### src/hdl/swmm_pkg.sv
// swmm_pkg: shared types and constants for the sliding window min/max block
// used by swmm_cell and sliding_window_min_max; no dependencies
package swmm_pkg;

	localparam int MAX_WINDOW_DEF   = 64;
	localparam int SAMPLE_WIDTH_DEF = 32;

	localparam int CFG_INDEX_W = 4;
	localparam int CFG_DATA_W  = 8;
	localparam int WINDOW_W    = 7;

	localparam logic [CFG_INDEX_W-1:0] CFG_WINDOW_LENGTH = CFG_INDEX_W'(0);
	localparam logic [CFG_INDEX_W-1:0] CFG_MODE          = CFG_INDEX_W'(1);

	typedef enum logic {
		MODE_MIN = 1'b0,
		MODE_MAX = 1'b1
	} mode_t;

	typedef struct packed {
		logic  load;
		logic  start;
		mode_t mode;
	} cell_ctrl_t;

endpackage

### src/hdl/swmm_cell.sv
// swmm_cell: one cell of the candidate row, holds the sample of one age
// and its candidate flag; uses swmm_pkg
module swmm_cell #(
	parameter int SAMPLE_WIDTH = swmm_pkg::SAMPLE_WIDTH_DEF,
	parameter int WIN_W        = 7,
	parameter int IDX          = 0
) (
	input  logic                           clk,
	input  logic                           arst_n,
	input  swmm_pkg::cell_ctrl_t           ctrl,
	input  logic [WIN_W-1:0]               win,
	input  logic signed [SAMPLE_WIDTH-1:0] sample,
	input  logic signed [SAMPLE_WIDTH-1:0] d_val,
	input  logic                           d_cand,
	input  logic                           kill_in,
	output logic                           kill_out,
	output logic signed [SAMPLE_WIDTH-1:0] nxt_val,
	output logic                           nxt_cand,
	output logic signed [SAMPLE_WIDTH-1:0] val,
	output logic                           cand
);

	logic signed [SAMPLE_WIDTH-1:0] val_q;
	logic                           cand_q;
	logic                           expired;
	logic                           live;
	logic                           dom;

	// age of this cell relative to the incoming sample is IDX + 1
	assign expired  = (32'(win) <= IDX + 1);
	assign live     = cand_q && !expired && !ctrl.start;
	assign dom      = (ctrl.mode == swmm_pkg::MODE_MAX) ? (val_q <= sample) : (val_q >= sample);
	assign nxt_cand = live && !(dom && kill_in);
	assign kill_out = kill_in && (!live || dom);
	assign nxt_val  = val_q;
	assign val      = val_q;
	assign cand     = cand_q;

	always_ff @(posedge clk or negedge arst_n) begin
		if (!arst_n) begin
			cand_q <= 1'b0;
		end else if (ctrl.load) begin
			cand_q <= d_cand;
		end
	end

	always_ff @(posedge clk) begin
		if (ctrl.load) begin
			val_q <= d_val;
		end
	end

endmodule

### config.mk
export PLATFORM = sky130hd
export DESIGN_NAME = swmm_cell
export DESIGN_NICKNAME = d
export VERILOG_FILES = /design/src/hdl/swmm_pkg.sv /design/src/hdl/swmm_cell.sv
export SDC_FILE = /design/constraint.sdc
export NUM_CORES = 1
export LEC_CHECK = 0
export BUFFER_PORTS_ARGS = -buffer_cell sky130_fd_sc_hd__buf_2
export CORE_ASPECT_RATIO = 1.2
export CORE_MARGIN = 3
export CORE_UTILIZATION = 30
export CTS_BUF_LIST = sky130_fd_sc_hd__clkbuf_4 sky130_fd_sc_hd__clkbuf_8
export CTS_CLUSTER_SIZE = 25
export DETAILED_ROUTE_END_ITERATION = 8
export GPL_TIMING_DRIVEN = 0
export HOLD_SLACK_MARGIN = 0.1
export PLACE_DENSITY = 0.7
export SYNTH_ARGS = -nofsm -noshare
export SYNTH_HDL_FRONTEND = slang
export SYNTH_SLANG_ARGS = --single-unit
### constraint.sdc
create_clock -name clk -period 7.1 [get_ports clk]
set_clock_uncertainty 0.05 [all_clocks]
set_input_delay 1.775 -clock clk [delete_from_list [all_inputs] [get_ports clk]]
set_output_delay 1.775 -clock clk [all_outputs]
set_load 0.05 [all_outputs]
Word level (Yosys, flattened, before mapping)
Cells that the tools add are included.

Magnitude comparators: 3. Mux-type cells: 1. Reduce and logical (&&, ||, !) cells: 10.

Operators with widths (number): $ge 32x32->1 (1); $le 32x32->1 (1); $le 7x1->1 const B (1); $logic_and 1x1->1 (5); $logic_not 1->1 (4); $logic_or 1x1->1 (1); $mux 1 (1).

Flip-flop bits (word level): 33. Input bits: 78. Output and inout bits: 67. Word-level logic and storage cells: 16.

Longest topological paths before layout
Gate-level depths: netlist of the first run.

Word-level depth: 7. Depth in mapped cells: 9. Depth with buffers taken out: 9.

Worst setup path after synthesis of the first run
No wires, ideal clock.

Path kind: input to output. Start: input port sample[1]. End: output port kill_out. Arrival: 3566 ps. Data required time: 5275 ps. Slack: 1709 ps. Stages on the path: 9. Buffers on the path: 0. Cells stage by stage: inv_1 > ha_1 > nor2b_1 > o211ai_1 > a2111oi_0 > a211o_1 > a21oi_1 > mux2i_1 > and3_1.

Cells in the longest elaborated chain, start to end: 4. Elaborated cells on any way between the ends: 5.

Ends and longest elaborated chain: from (decl) (RTL line swmm_cell.sv:12) `input logic signed [SAMPLE_WIDTH-1:0] sample,`; $ge 32x32->1 or $le 32x32->1 (tied branches) (RTL line swmm_cell.sv:32) `assign dom = (ctrl.mode == swmm_pkg::MODE_MAX) ? (val_q <= sample) : (val_q >= sample);`; $mux 1 (*) (RTL line swmm_cell.sv:32); $logic_or 1x1->1 (*) (RTL line swmm_cell.sv:34) `assign kill_out = kill_in && (!live || dom);`; $logic_and 1x1->1 (*) (RTL line swmm_cell.sv:34); to (decl) (RTL line swmm_cell.sv:16) `output logic kill_out,`.

Mark *: on every way between the ends. The rest lies on a longest branch, timed or not.

Final worst setup path of the first run
Start: input port sample[31]. End: output port kill_out.

Same word-level chain as after synthesis.

==> impl_metrics.ini, run 1 <==
[detailed_routing]
firstDrtPassIters = 4
drtIter0Drc = 38
wl_per_cell_um = 11.69
drt-total-wl_um = 4992
via_per_inst = 4.262
postRouteAntennaNets = 0
drc_errors = 0
via_count = 1820

[finish]
mostFrequentLayoutCell = buf_2
nNetsFinal = 450
ff_latch_area_um2 = 985.9
fill_cells = 674
syn2layout_area_growth_pct = 41.91
drive_gt1_share_pct = 55.59
final_cell_mix = 143 x buf_2, 34 x inv_1, 32 x ha_1, 32 x buf_4, 32 x edfxtp_1
antenna_cells = 0
multi_input_area_um2 = 804.5
instances_no_fill = 427

[yosys]
ys_ff_latch = 33
synth-simple-area-share_pct = 8.522
ys_warn_count = 0
ys_types = 34
synth_mux_area_share_pct = 0.9855
postSynthCellCount = 190
ys_seq_area_share_pct = 45.68
syn-cell-area_um2 = 2158
yosys.area_share.xor_xnor_pct = 0.4058
synth_nets = 300
synth_compound_gate_area_share_pct = 8.812
synth_top_family_by_area = adder cells
syn_area_per_cell_um2 = 11.36
synthAdderAreaFrac_pct = 18.55

[clocking]
cts.clk_slew.worst_paths_ps = 60
cts_made_buffers = 5
cts_buffer_depth = 2
clock_latency_ps = 270
root_buffer = clkbuf_8
cts_hold_buf = 0
tritoncts = built
cts_max_level = 2
cts_resized = 0
clkSinkCount = 33
cts_setup_buffers = 0

[placement]
portBuffers = 143
place_congestion = 0.8050
place_hpwl_um = 4293
place_inst = 420
dp_slack_ps = 1425

[grt]
track_usage_pct = 12.15
grt_pass1_wl_um = 8079
overflow = 0
grt_pass1_vias = 1804
grt_max_degree = 34
antenna_found_initial = 0

[power]
peakVddDrop_uv = 122.0
finalPower_w = 0.0006137
p_leak_nw = 1.645
pwr_density_cell_nw_per_um2 = 200.4

[timing]
fin_crit_sh_pct = 79.48
drv_slew = 0
finalHoldViolations = 0
slew_headroom_pct = 49.73
fin_crit_ps = 5643
worstMarginPinSlew_ps = 754.0
layout_setup_ws_ps = 1457
finalSetupTns_ps = 0
rsz0062_at_grt = no
setup_viol = 0
holdWs_ps = 557.0
clock.fmax_mhz = 177.2

[setup_path]
cp.arrival_ps = 3820
end_kind = output port
startpoint_type = primary input
crit_fanout = 4
critical_path_class = in -> out
cp.required_ps = 5280

[job]
maxCapViolCount = 0

[floorplanning]
ios = 145
die_width_um = 83.43
rows = 33
die_h_um = 98.92
initial_core_util_pct = 31.30
core_um2 = 6895
fp.dieArea_um2 = 8252

[status]
outcome = completed

[hold_path]
hold_path_class = reg -> reg
-- synth_stat cells --
cell / number / area share [%]
nand3_1: 4 / 0.93
nand4_2: 1 / 0.58
edfxtp_1: 32 / 45
o21ai_0: 1 / 0.23
and2_4: 1 / 0.41
a211oi_1: 1 / 0.35
o31a_2: 1 / 0.46
dfrtp_1: 1 / 1.2
a22oi_1: 1 / 0.35
mux2_2: 1 / 0.52
or4_4: 1 / 0.52
buf_4: 32 / 11
a21oi_2: 1 / 0.41
o211ai_1: 3 / 1.0
a21oi_1: 13 / 3.0
a2111oi_0: 1 / 0.41
nor3_1: 2 / 0.46
o21ai_1: 1 / 0.23
nand4_1: 7 / 2.0
o311ai_4: 1 / 1.2
and3_1: 1 / 0.29
a21boi_0: 1 / 0.35
nor2_1: 2 / 0.35
mux2i_1: 1 / 0.46
ha_1: 32 / 19
and2b_1: 1 / 0.35
a21o_1: 1 / 0.35
xnor2_1: 1 / 0.41
nor2b_1: 1 / 0.29
nand2_1: 6 / 1.0
a211o_1: 1 / 0.41
nor4_4: 1 / 0.99
inv_1: 34 / 5.9
nor4_1: 1 / 0.29
-- through the flow --
stage               area, um2  utilization [%]
floorplan                2158                -
global placement         2983            43.26
detailed placement       2983            43.26
CTS                      3063            44.42
global route             3063            44.42
finish                   3063            44.42
-- registers in the layout, summed over array words and instances, names as in the netlist --
register and count:
nxt_val 32, cand 1
-- worst max-delay path, stage by stage --
cell and delay [ps]:
buf_2 80, inv_1 30, ha_1 340, nand4_2 160
nor4_4 400, and2b_1 200, o31a_2 140, a21oi_1 40
mux2i_1 200, and3_1 190, buf_2 260
-- cell families (layout without fill, tap and decap cells) --
group / count (synthesis) / after routing
adders and majority gates: 32 / 32
buffers and inverters: 66 / 216
xor gates and xnor gates: 1 / 1
muxes: 2 / 2
DFF: 33 / 33
and+or+nand+nor: 29 / 29
AOI/OAI and AO/OA: 27 / 27
-- area by class of cell --
type / instances / area share (%)
multi-input combinational: 91 / 26.27
clock buffer: 6 / 2.492
buffer: 32 / 7.843
timing repair buffer: 143 / 23.37
clock inverter: 1 / 0.1225
sequential: 33 / 32.19
tap: 87 / 3.554
inverter: 34 / 4.167
-- report_power, final --
group          leakage [nW]  internal (W)  switching [W]
registers             0.325      0.000232      0.0000121
logic                  1.28     0.0000759       0.000161
clock network        0.0421     0.0000698      0.0000624
total                  1.64      0.000378       0.000236
-- per-layer routing --
| metal | wire, um | GRT usage, % | share of wire, % | vias up |
|---|---|---|---|---|
| li1 | - | - | - | 938 |
| met1 | 1896 | 13.30 | 38 | 782 |
| met2 | 2481 | 22.22 | 50 | 95 |
| met3 | 557 | 4.264 | 11 | 5 |
| met4 | 57 | 3.342 | 1.1 | 0 |
| met5 | 0 | 0 | 0 | - |
-- worst paths after layout --
| path | end | cells after the start | slack [ps] | from |
|---|---|---|---|---|
| worst max-delay path | kill_out | 11 | 1460 | sample[31] |
| min in group asynchronous | cand$_DFFE_PN0P_ | 1 | 1220 | arst_n |
| worst max register to register | cand$_DFFE_PN0P_ | 1 | 6250 | cand$_DFFE_PN0P_ |
| worst min-delay path | cand$_DFFE_PN0P_ | 1 | 560 | cand$_DFFE_PN0P_ |
| worst min register to register | cand$_DFFE_PN0P_ | 1 | 560 | cand$_DFFE_PN0P_ |
| max in group asynchronous | cand$_DFFE_PN0P_ | 1 | 5700 | arst_n |
No activity file was read; power rests on OpenSTA's default activity.
==> inputs of run 2 (changes only) <==
--- a/config.mk
+++ b/config.mk
@@ -14,7 +14,7 @@
 export DETAILED_ROUTE_END_ITERATION = 8
 export GPL_TIMING_DRIVEN = 0
 export HOLD_SLACK_MARGIN = 0.1
-export PLACE_DENSITY = 0.7
+export PLACE_DENSITY = 0.72
 export SYNTH_ARGS = -nofsm -noshare
 export SYNTH_HDL_FRONTEND = slang
 export SYNTH_SLANG_ARGS = --single-unit
==> constraint.sdc (replaced) <==
create_clock -name clk -period 5.1 [get_ports clk]
set_clock_uncertainty 0.05 [all_clocks]
set_input_delay 1.275 -clock clk [delete_from_list [all_inputs] [get_ports clk]]
set_output_delay 1.275 -clock clk [all_outputs]
set_load 0.05 [all_outputs]
==> run 2 against run 1 <==
Net effect: cell count increased by 0.23%; global-route usage rose by 0.40 points; worst hold slack better by 12 ps; clock power increased by 62%.
==> impl_metrics.ini, run 2 (same netlist as run 1, synthesis figures left out) <==
[floorplanning]
fp.dieArea_um2 = 8252
die_h_um = 98.92
initial_core_util_pct = 31.30
die_width_um = 83.43
ios = 145
core_um2 = 6895
rows = 33

[clocking]
root_buffer = clkbuf_8
cts_buffer_depth = 2
cts.clk_slew.worst_paths_ps = 70
tritoncts = built
clock_latency_ps = 270
cts_max_level = 2
cts_setup_buffers = 0
clkSinkCount = 33
cts_hold_buf = 0
cts_resized = 0
cts_made_buffers = 5

[grt]
grt_max_degree = 34
grt_pass1_wl_um = 8231
use_met1_pct = 14.06
grtUsageMet2_pct = 22.90
antenna_found_initial = 0
grt_pass1_vias = 1825
grt_busiest_layer = met2
use_met3_pct = 3.177
overflow = 0
track_usage_pct = 12.54

[setup_path]
cp.arrival_ps = 3270
slowest_delay_ps = 520
startpoint_type = primary input
path_cells = buf_2, inv_1, ha_1, nor2b_1, o211ai_1, a2111oi_0, a211o_1, a21oi_1, mux2i_1, and3_1, buf_2
path_common_cell = buf_2
crit_fanout = 2
critical_path_class = in -> out
end_kind = output port
cp.required_ps = 3770
path_buf_inv = 3
cp_slowest_cell = a2111oi_0
cpLargestDelayFamily = compound AO/OA/AOI/OAI gates

[timing]
worstMarginPinSlew_ps = 771.5
fin_crit_sh_pct = 90.13
drv_slew = 0
finalSetupTns_ps = 0
rsz0062_at_grt = no
clock.fmax_mhz = 217.5
fin_crit_ps = 4597
setup_viol = 0
slew_headroom_pct = 48.57
finalHoldViolations = 0
layout_setup_ws_ps = 503.3

[placement]
place_hpwl_um = 4431
dpl_cell_area_um2 = 2983
dp_slack_ps = 449.7
place_congestion = 0.8095
portBuffers = 143
place_inst = 420

[power]
clkPwrFrac_pct = 24.2
peakVddDrop_uv = 139.3
p_sw_w = 0.0003362
switching_share_pct = 37.97
p_leak_nw = 1.655
seqPwrFrac_pct = 38.4
p_int_w = 0.0005494
pwr_density_cell_nw_per_um2 = 287.5
comb_power_share_pct = 37.5

[detailed_routing]
via_count = 1833
wl_per_cell_um = 12.14
drt-total-wl_um = 5197
drtIter0Drc = 44
postRouteAntennaNets = 0
firstDrtPassIters = 4
drc_errors = 0
via_per_inst = 4.283

[finish]
drive_gt1_share_pct = 56.01
fin_util_pct = 44.67
instances_no_fill = 428
fill_cells = 643
mostFrequentLayoutCell = buf_2
largest_register_ffs = 32
nNetsFinal = 450
final_cell_mix = 143 x buf_2, 34 x inv_1, 32 x ha_1, 32 x buf_4, 32 x edfxtp_1
antenna_cells = 0
syn2layout_area_growth_pct = 42.72
design_area_um2 = 3080

[job]
maxCapViolCount = 0

[status]
outcome = completed

[hold_path]
hold_path_class = reg -> reg
==> run 2: cell types whose count changed in the layout (fill, tap and decap cells not counted), sizes merged <==
| cell | before | now |
|---|---|---|
| clkbuf | 6 | 8 |
| clkinv | 1 | 0 |
==> run 2: final cells by class <==
type,count,area [um2],share of cell area [%]
multi-input combinational,91,804.5,26.12
clock buffer,8,97.59,3.168
tap,87,108.9,3.534
inverter,34,127.6,4.143
timing repair buffer,143,715.7,23.23
sequential,33,985.9,32.01
buffer,32,240.2,7.799
==> run 2: worst paths after layout <==
path,startpoint,to,slack [ps],cells after the start
max in group asynchronous,arst_n,cand$_DFFE_PN0P_,4210,1
setup reg to reg,cand$_DFFE_PN0P_,cand$_DFFE_PN0P_,4240,1
hold reg to reg,cand$_DFFE_PN0P_,cand$_DFFE_PN0P_,570,1
hold / removal,cand$_DFFE_PN0P_,cand$_DFFE_PN0P_,570,1
min in group asynchronous,arst_n,cand$_DFFE_PN0P_,710,1
setup / recovery,sample[1],kill_out,500,11
==> run 2: through the flow <==
step                hold slack [ps]  power (W)
finish                        568.9  0.0008856
global route                  612.9  0.0009401
CTS                           585.9  0.0009030
detailed placement            569.2  0.0006815
global placement              569.2  0.0006757
floorplan                     880.5  0.0005879
==> run 2: power groups by stage <==
stage | clock network (W) | registers (W) | logic [W]
detailed placement | 0 | 0.000346 | 0.000335
global route | 0.000240 | 0.000344 | 0.000356
floorplan | 0 | 0.000418 | 0.000170
global placement | 0 | 0.000345 | 0.000331
CTS | 0.000226 | 0.000341 | 0.000336
finish | 0.000214 | 0.000340 | 0.000332
==> run 2: routing by layer <==
metal	vias up	routed length [um]	part of all wire, %
met5	-	0	0
met4	0	58	1.1
met3	4	454	8.7
met2	96	2693	52
met1	793	1991	38
li1	940	-	-
==> inputs of run 3 (changes only) <==
--- a/config.mk
+++ b/config.mk
@@ -8,13 +8,13 @@
 export BUFFER_PORTS_ARGS = -buffer_cell sky130_fd_sc_hd__buf_2
 export CORE_ASPECT_RATIO = 1.2
 export CORE_MARGIN = 3
-export CORE_UTILIZATION = 30
+export CORE_UTILIZATION = 35
 export CTS_BUF_LIST = sky130_fd_sc_hd__clkbuf_4 sky130_fd_sc_hd__clkbuf_8
 export CTS_CLUSTER_SIZE = 25
 export DETAILED_ROUTE_END_ITERATION = 8
 export GPL_TIMING_DRIVEN = 0
 export HOLD_SLACK_MARGIN = 0.1
-export PLACE_DENSITY = 0.72
+export PLACE_DENSITY = 0.81
 export SYNTH_ARGS = -nofsm -noshare
 export SYNTH_HDL_FRONTEND = slang
 export SYNTH_SLANG_ARGS = --single-unit
==> run 3 against run 2 <==
Net effect: clock power is 5% lower; setup slack got worse by 32 ps; die area fell by 13%; largest cell class unchanged.
==> impl_metrics.ini, run 3 (same netlist as run 1, synthesis figures left out) <==
[status]
outcome = completed

[timing]
fin_crit_ps = 4628
clock.fmax_mhz = 216.1
worstMarginPinSlew_ps = 758.8
finalSetupTns_ps = 0
fin_crit_sh_pct = 90.75
rsz0062_at_grt = no
setup_viol = 0
finalHoldViolations = 0
drv_slew = 0
slew_headroom_pct = 49.41

[floorplanning]
initial_core_util_pct = 37.10
fp.dieArea_um2 = 7149
die_width_um = 77.69
rows = 30
ios = 145
core_um2 = 5818
die_h_um = 92.02

[grt]
use_met3_pct = 3.733
grt_max_degree = 34
use_met1_pct = 15.12
overflow = 0
grt_busiest_layer = met2
antenna_found_initial = 0
grtUsageMet2_pct = 27.29
grt_pass1_vias = 1880
grt_pass1_wl_um = 8266
track_usage_pct = 14.54

[finish]
antenna_cells = 0
mostFrequentLayoutCell = buf_2
final_cell_mix = 143 x buf_2, 34 x inv_1, 32 x ha_1, 32 x buf_4, 32 x edfxtp_1
fill_cells = 509
drive_gt1_share_pct = 56.01
instances_no_fill = 421
fin_util_pct = 52.69
syn2layout_area_growth_pct = 42.03
nNetsFinal = 450
largest_register_ffs = 32

[setup_path]
path_common_cell = buf_2
slowest_delay_ps = 510
cp.arrival_ps = 3300
critical_path_class = in -> out
end_kind = output port
startpoint_type = primary input
cp_slowest_cell = a2111oi_0
crit_fanout = 2
path_cells = buf_2, inv_1, ha_1, nor2b_1, o211ai_1, a2111oi_0, a211o_1, a21oi_1, mux2i_1, and3_1, buf_2
cp.required_ps = 3770

[clocking]
cts_buffer_depth = 2
cts_max_level = 2
cts_resized = 0
cts_made_buffers = 5
tritoncts = built
cts.clk_slew.worst_paths_ps = 60
root_buffer = clkbuf_8
clock_latency_ps = 270
clkSinkCount = 33
cts_hold_buf = 0
cts_setup_buffers = 0

[power]
p_leak_nw = 1.652
pwr_density_cell_nw_per_um2 = 286.2
peakVddDrop_uv = 133.4

[hold_path]
hold_path_class = reg -> reg

[detailed_routing]
postRouteAntennaNets = 0
drt-total-wl_um = 5189
firstDrtPassIters = 3
drc_errors = 0
wl_per_cell_um = 12.33
drtIter0Drc = 22
via_per_inst = 4.368
via_count = 1839

[placement]
place_hpwl_um = 4413
portBuffers = 143
place_inst = 413
place_congestion = 0.7362

[job]
maxCapViolCount = 0
==> run 3: changes by cell type in the layout (fill, tap and decap cells not counted) <==
cell and change:
clkbuf_4 +1, clkbuf_8 -1
==> run 3: cell type report <==
type | count | area [um2] | area share, %
plain buffers | 32 | 240.2 | 7.837
inverters | 34 | 127.6 | 4.163
flip-flops and latches | 33 | 985.9 | 32.16
well taps | 80 | 100.1 | 3.265
multi-input cells | 91 | 804.5 | 26.24
clock buffers | 8 | 91.34 | 2.980
repair buffers | 143 | 715.7 | 23.35
==> run 3: power breakdown <==
part	total [W]	switching [W]	internal (W)	leakage [nW]
registers	0.000340	0.0000174	0.000323	0.325
logic	0.000333	0.000227	0.000106	1.28
clock network	0.000204	0.0000912	0.000113	0.0498
total	0.000877	0.000336	0.000542	1.65
==> run 3: routing by layer <==
metal  vias to the layer above  share of wire (%)
li1                        943                  -
met1                       793                 37
met2                        97                 52
met3                         6                8.9
met4                         0                1.5
met5                         -                  0
==> run 3: critical path, delay by kind of cell <==
family / cells / cell delay (ps)
adders and majority gates: 1 / 280
muxes: 1 / 200
buffers and inverters: 3 / 370
AOI/OAI and AO/OA: 4 / 860
and+or+nand+nor: 2 / 310
==> run 3: metrics by stage <==
stage | hold WS, ps | cell area (um2) | total power [W] | setup WS, ps
final | 578.1 | 3065 | 0.0008772 | 471.6
after global routing | 620.8 | 3065 | 0.0009246 | 265.2
after CTS | 598.4 | 3065 | 0.0008903 | 445.0
after detailed placement | 582.7 | 2974 | 0.0006822 | 461.2
after global placement | 587.4 | 2974 | 0.0006751 | 493.4
after floorplan | 880.5 | 2158 | 0.0005879 | 708.7
==> run 3: worst paths after layout <==
path,from,to,slack (ps),cells past startpoint
max,sample[1],kill_out,470,11
min,cand$_DFFE_PN0P_,cand$_DFFE_PN0P_,580,1
max reg2reg,cand$_DFFE_PN0P_,cand$_DFFE_PN0P_,4230,1
min reg2reg,cand$_DFFE_PN0P_,cand$_DFFE_PN0P_,580,1
max in group asynchronous,arst_n,cand$_DFFE_PN0P_,4210,1
min in group asynchronous,arst_n,cand$_DFFE_PN0P_,710,1
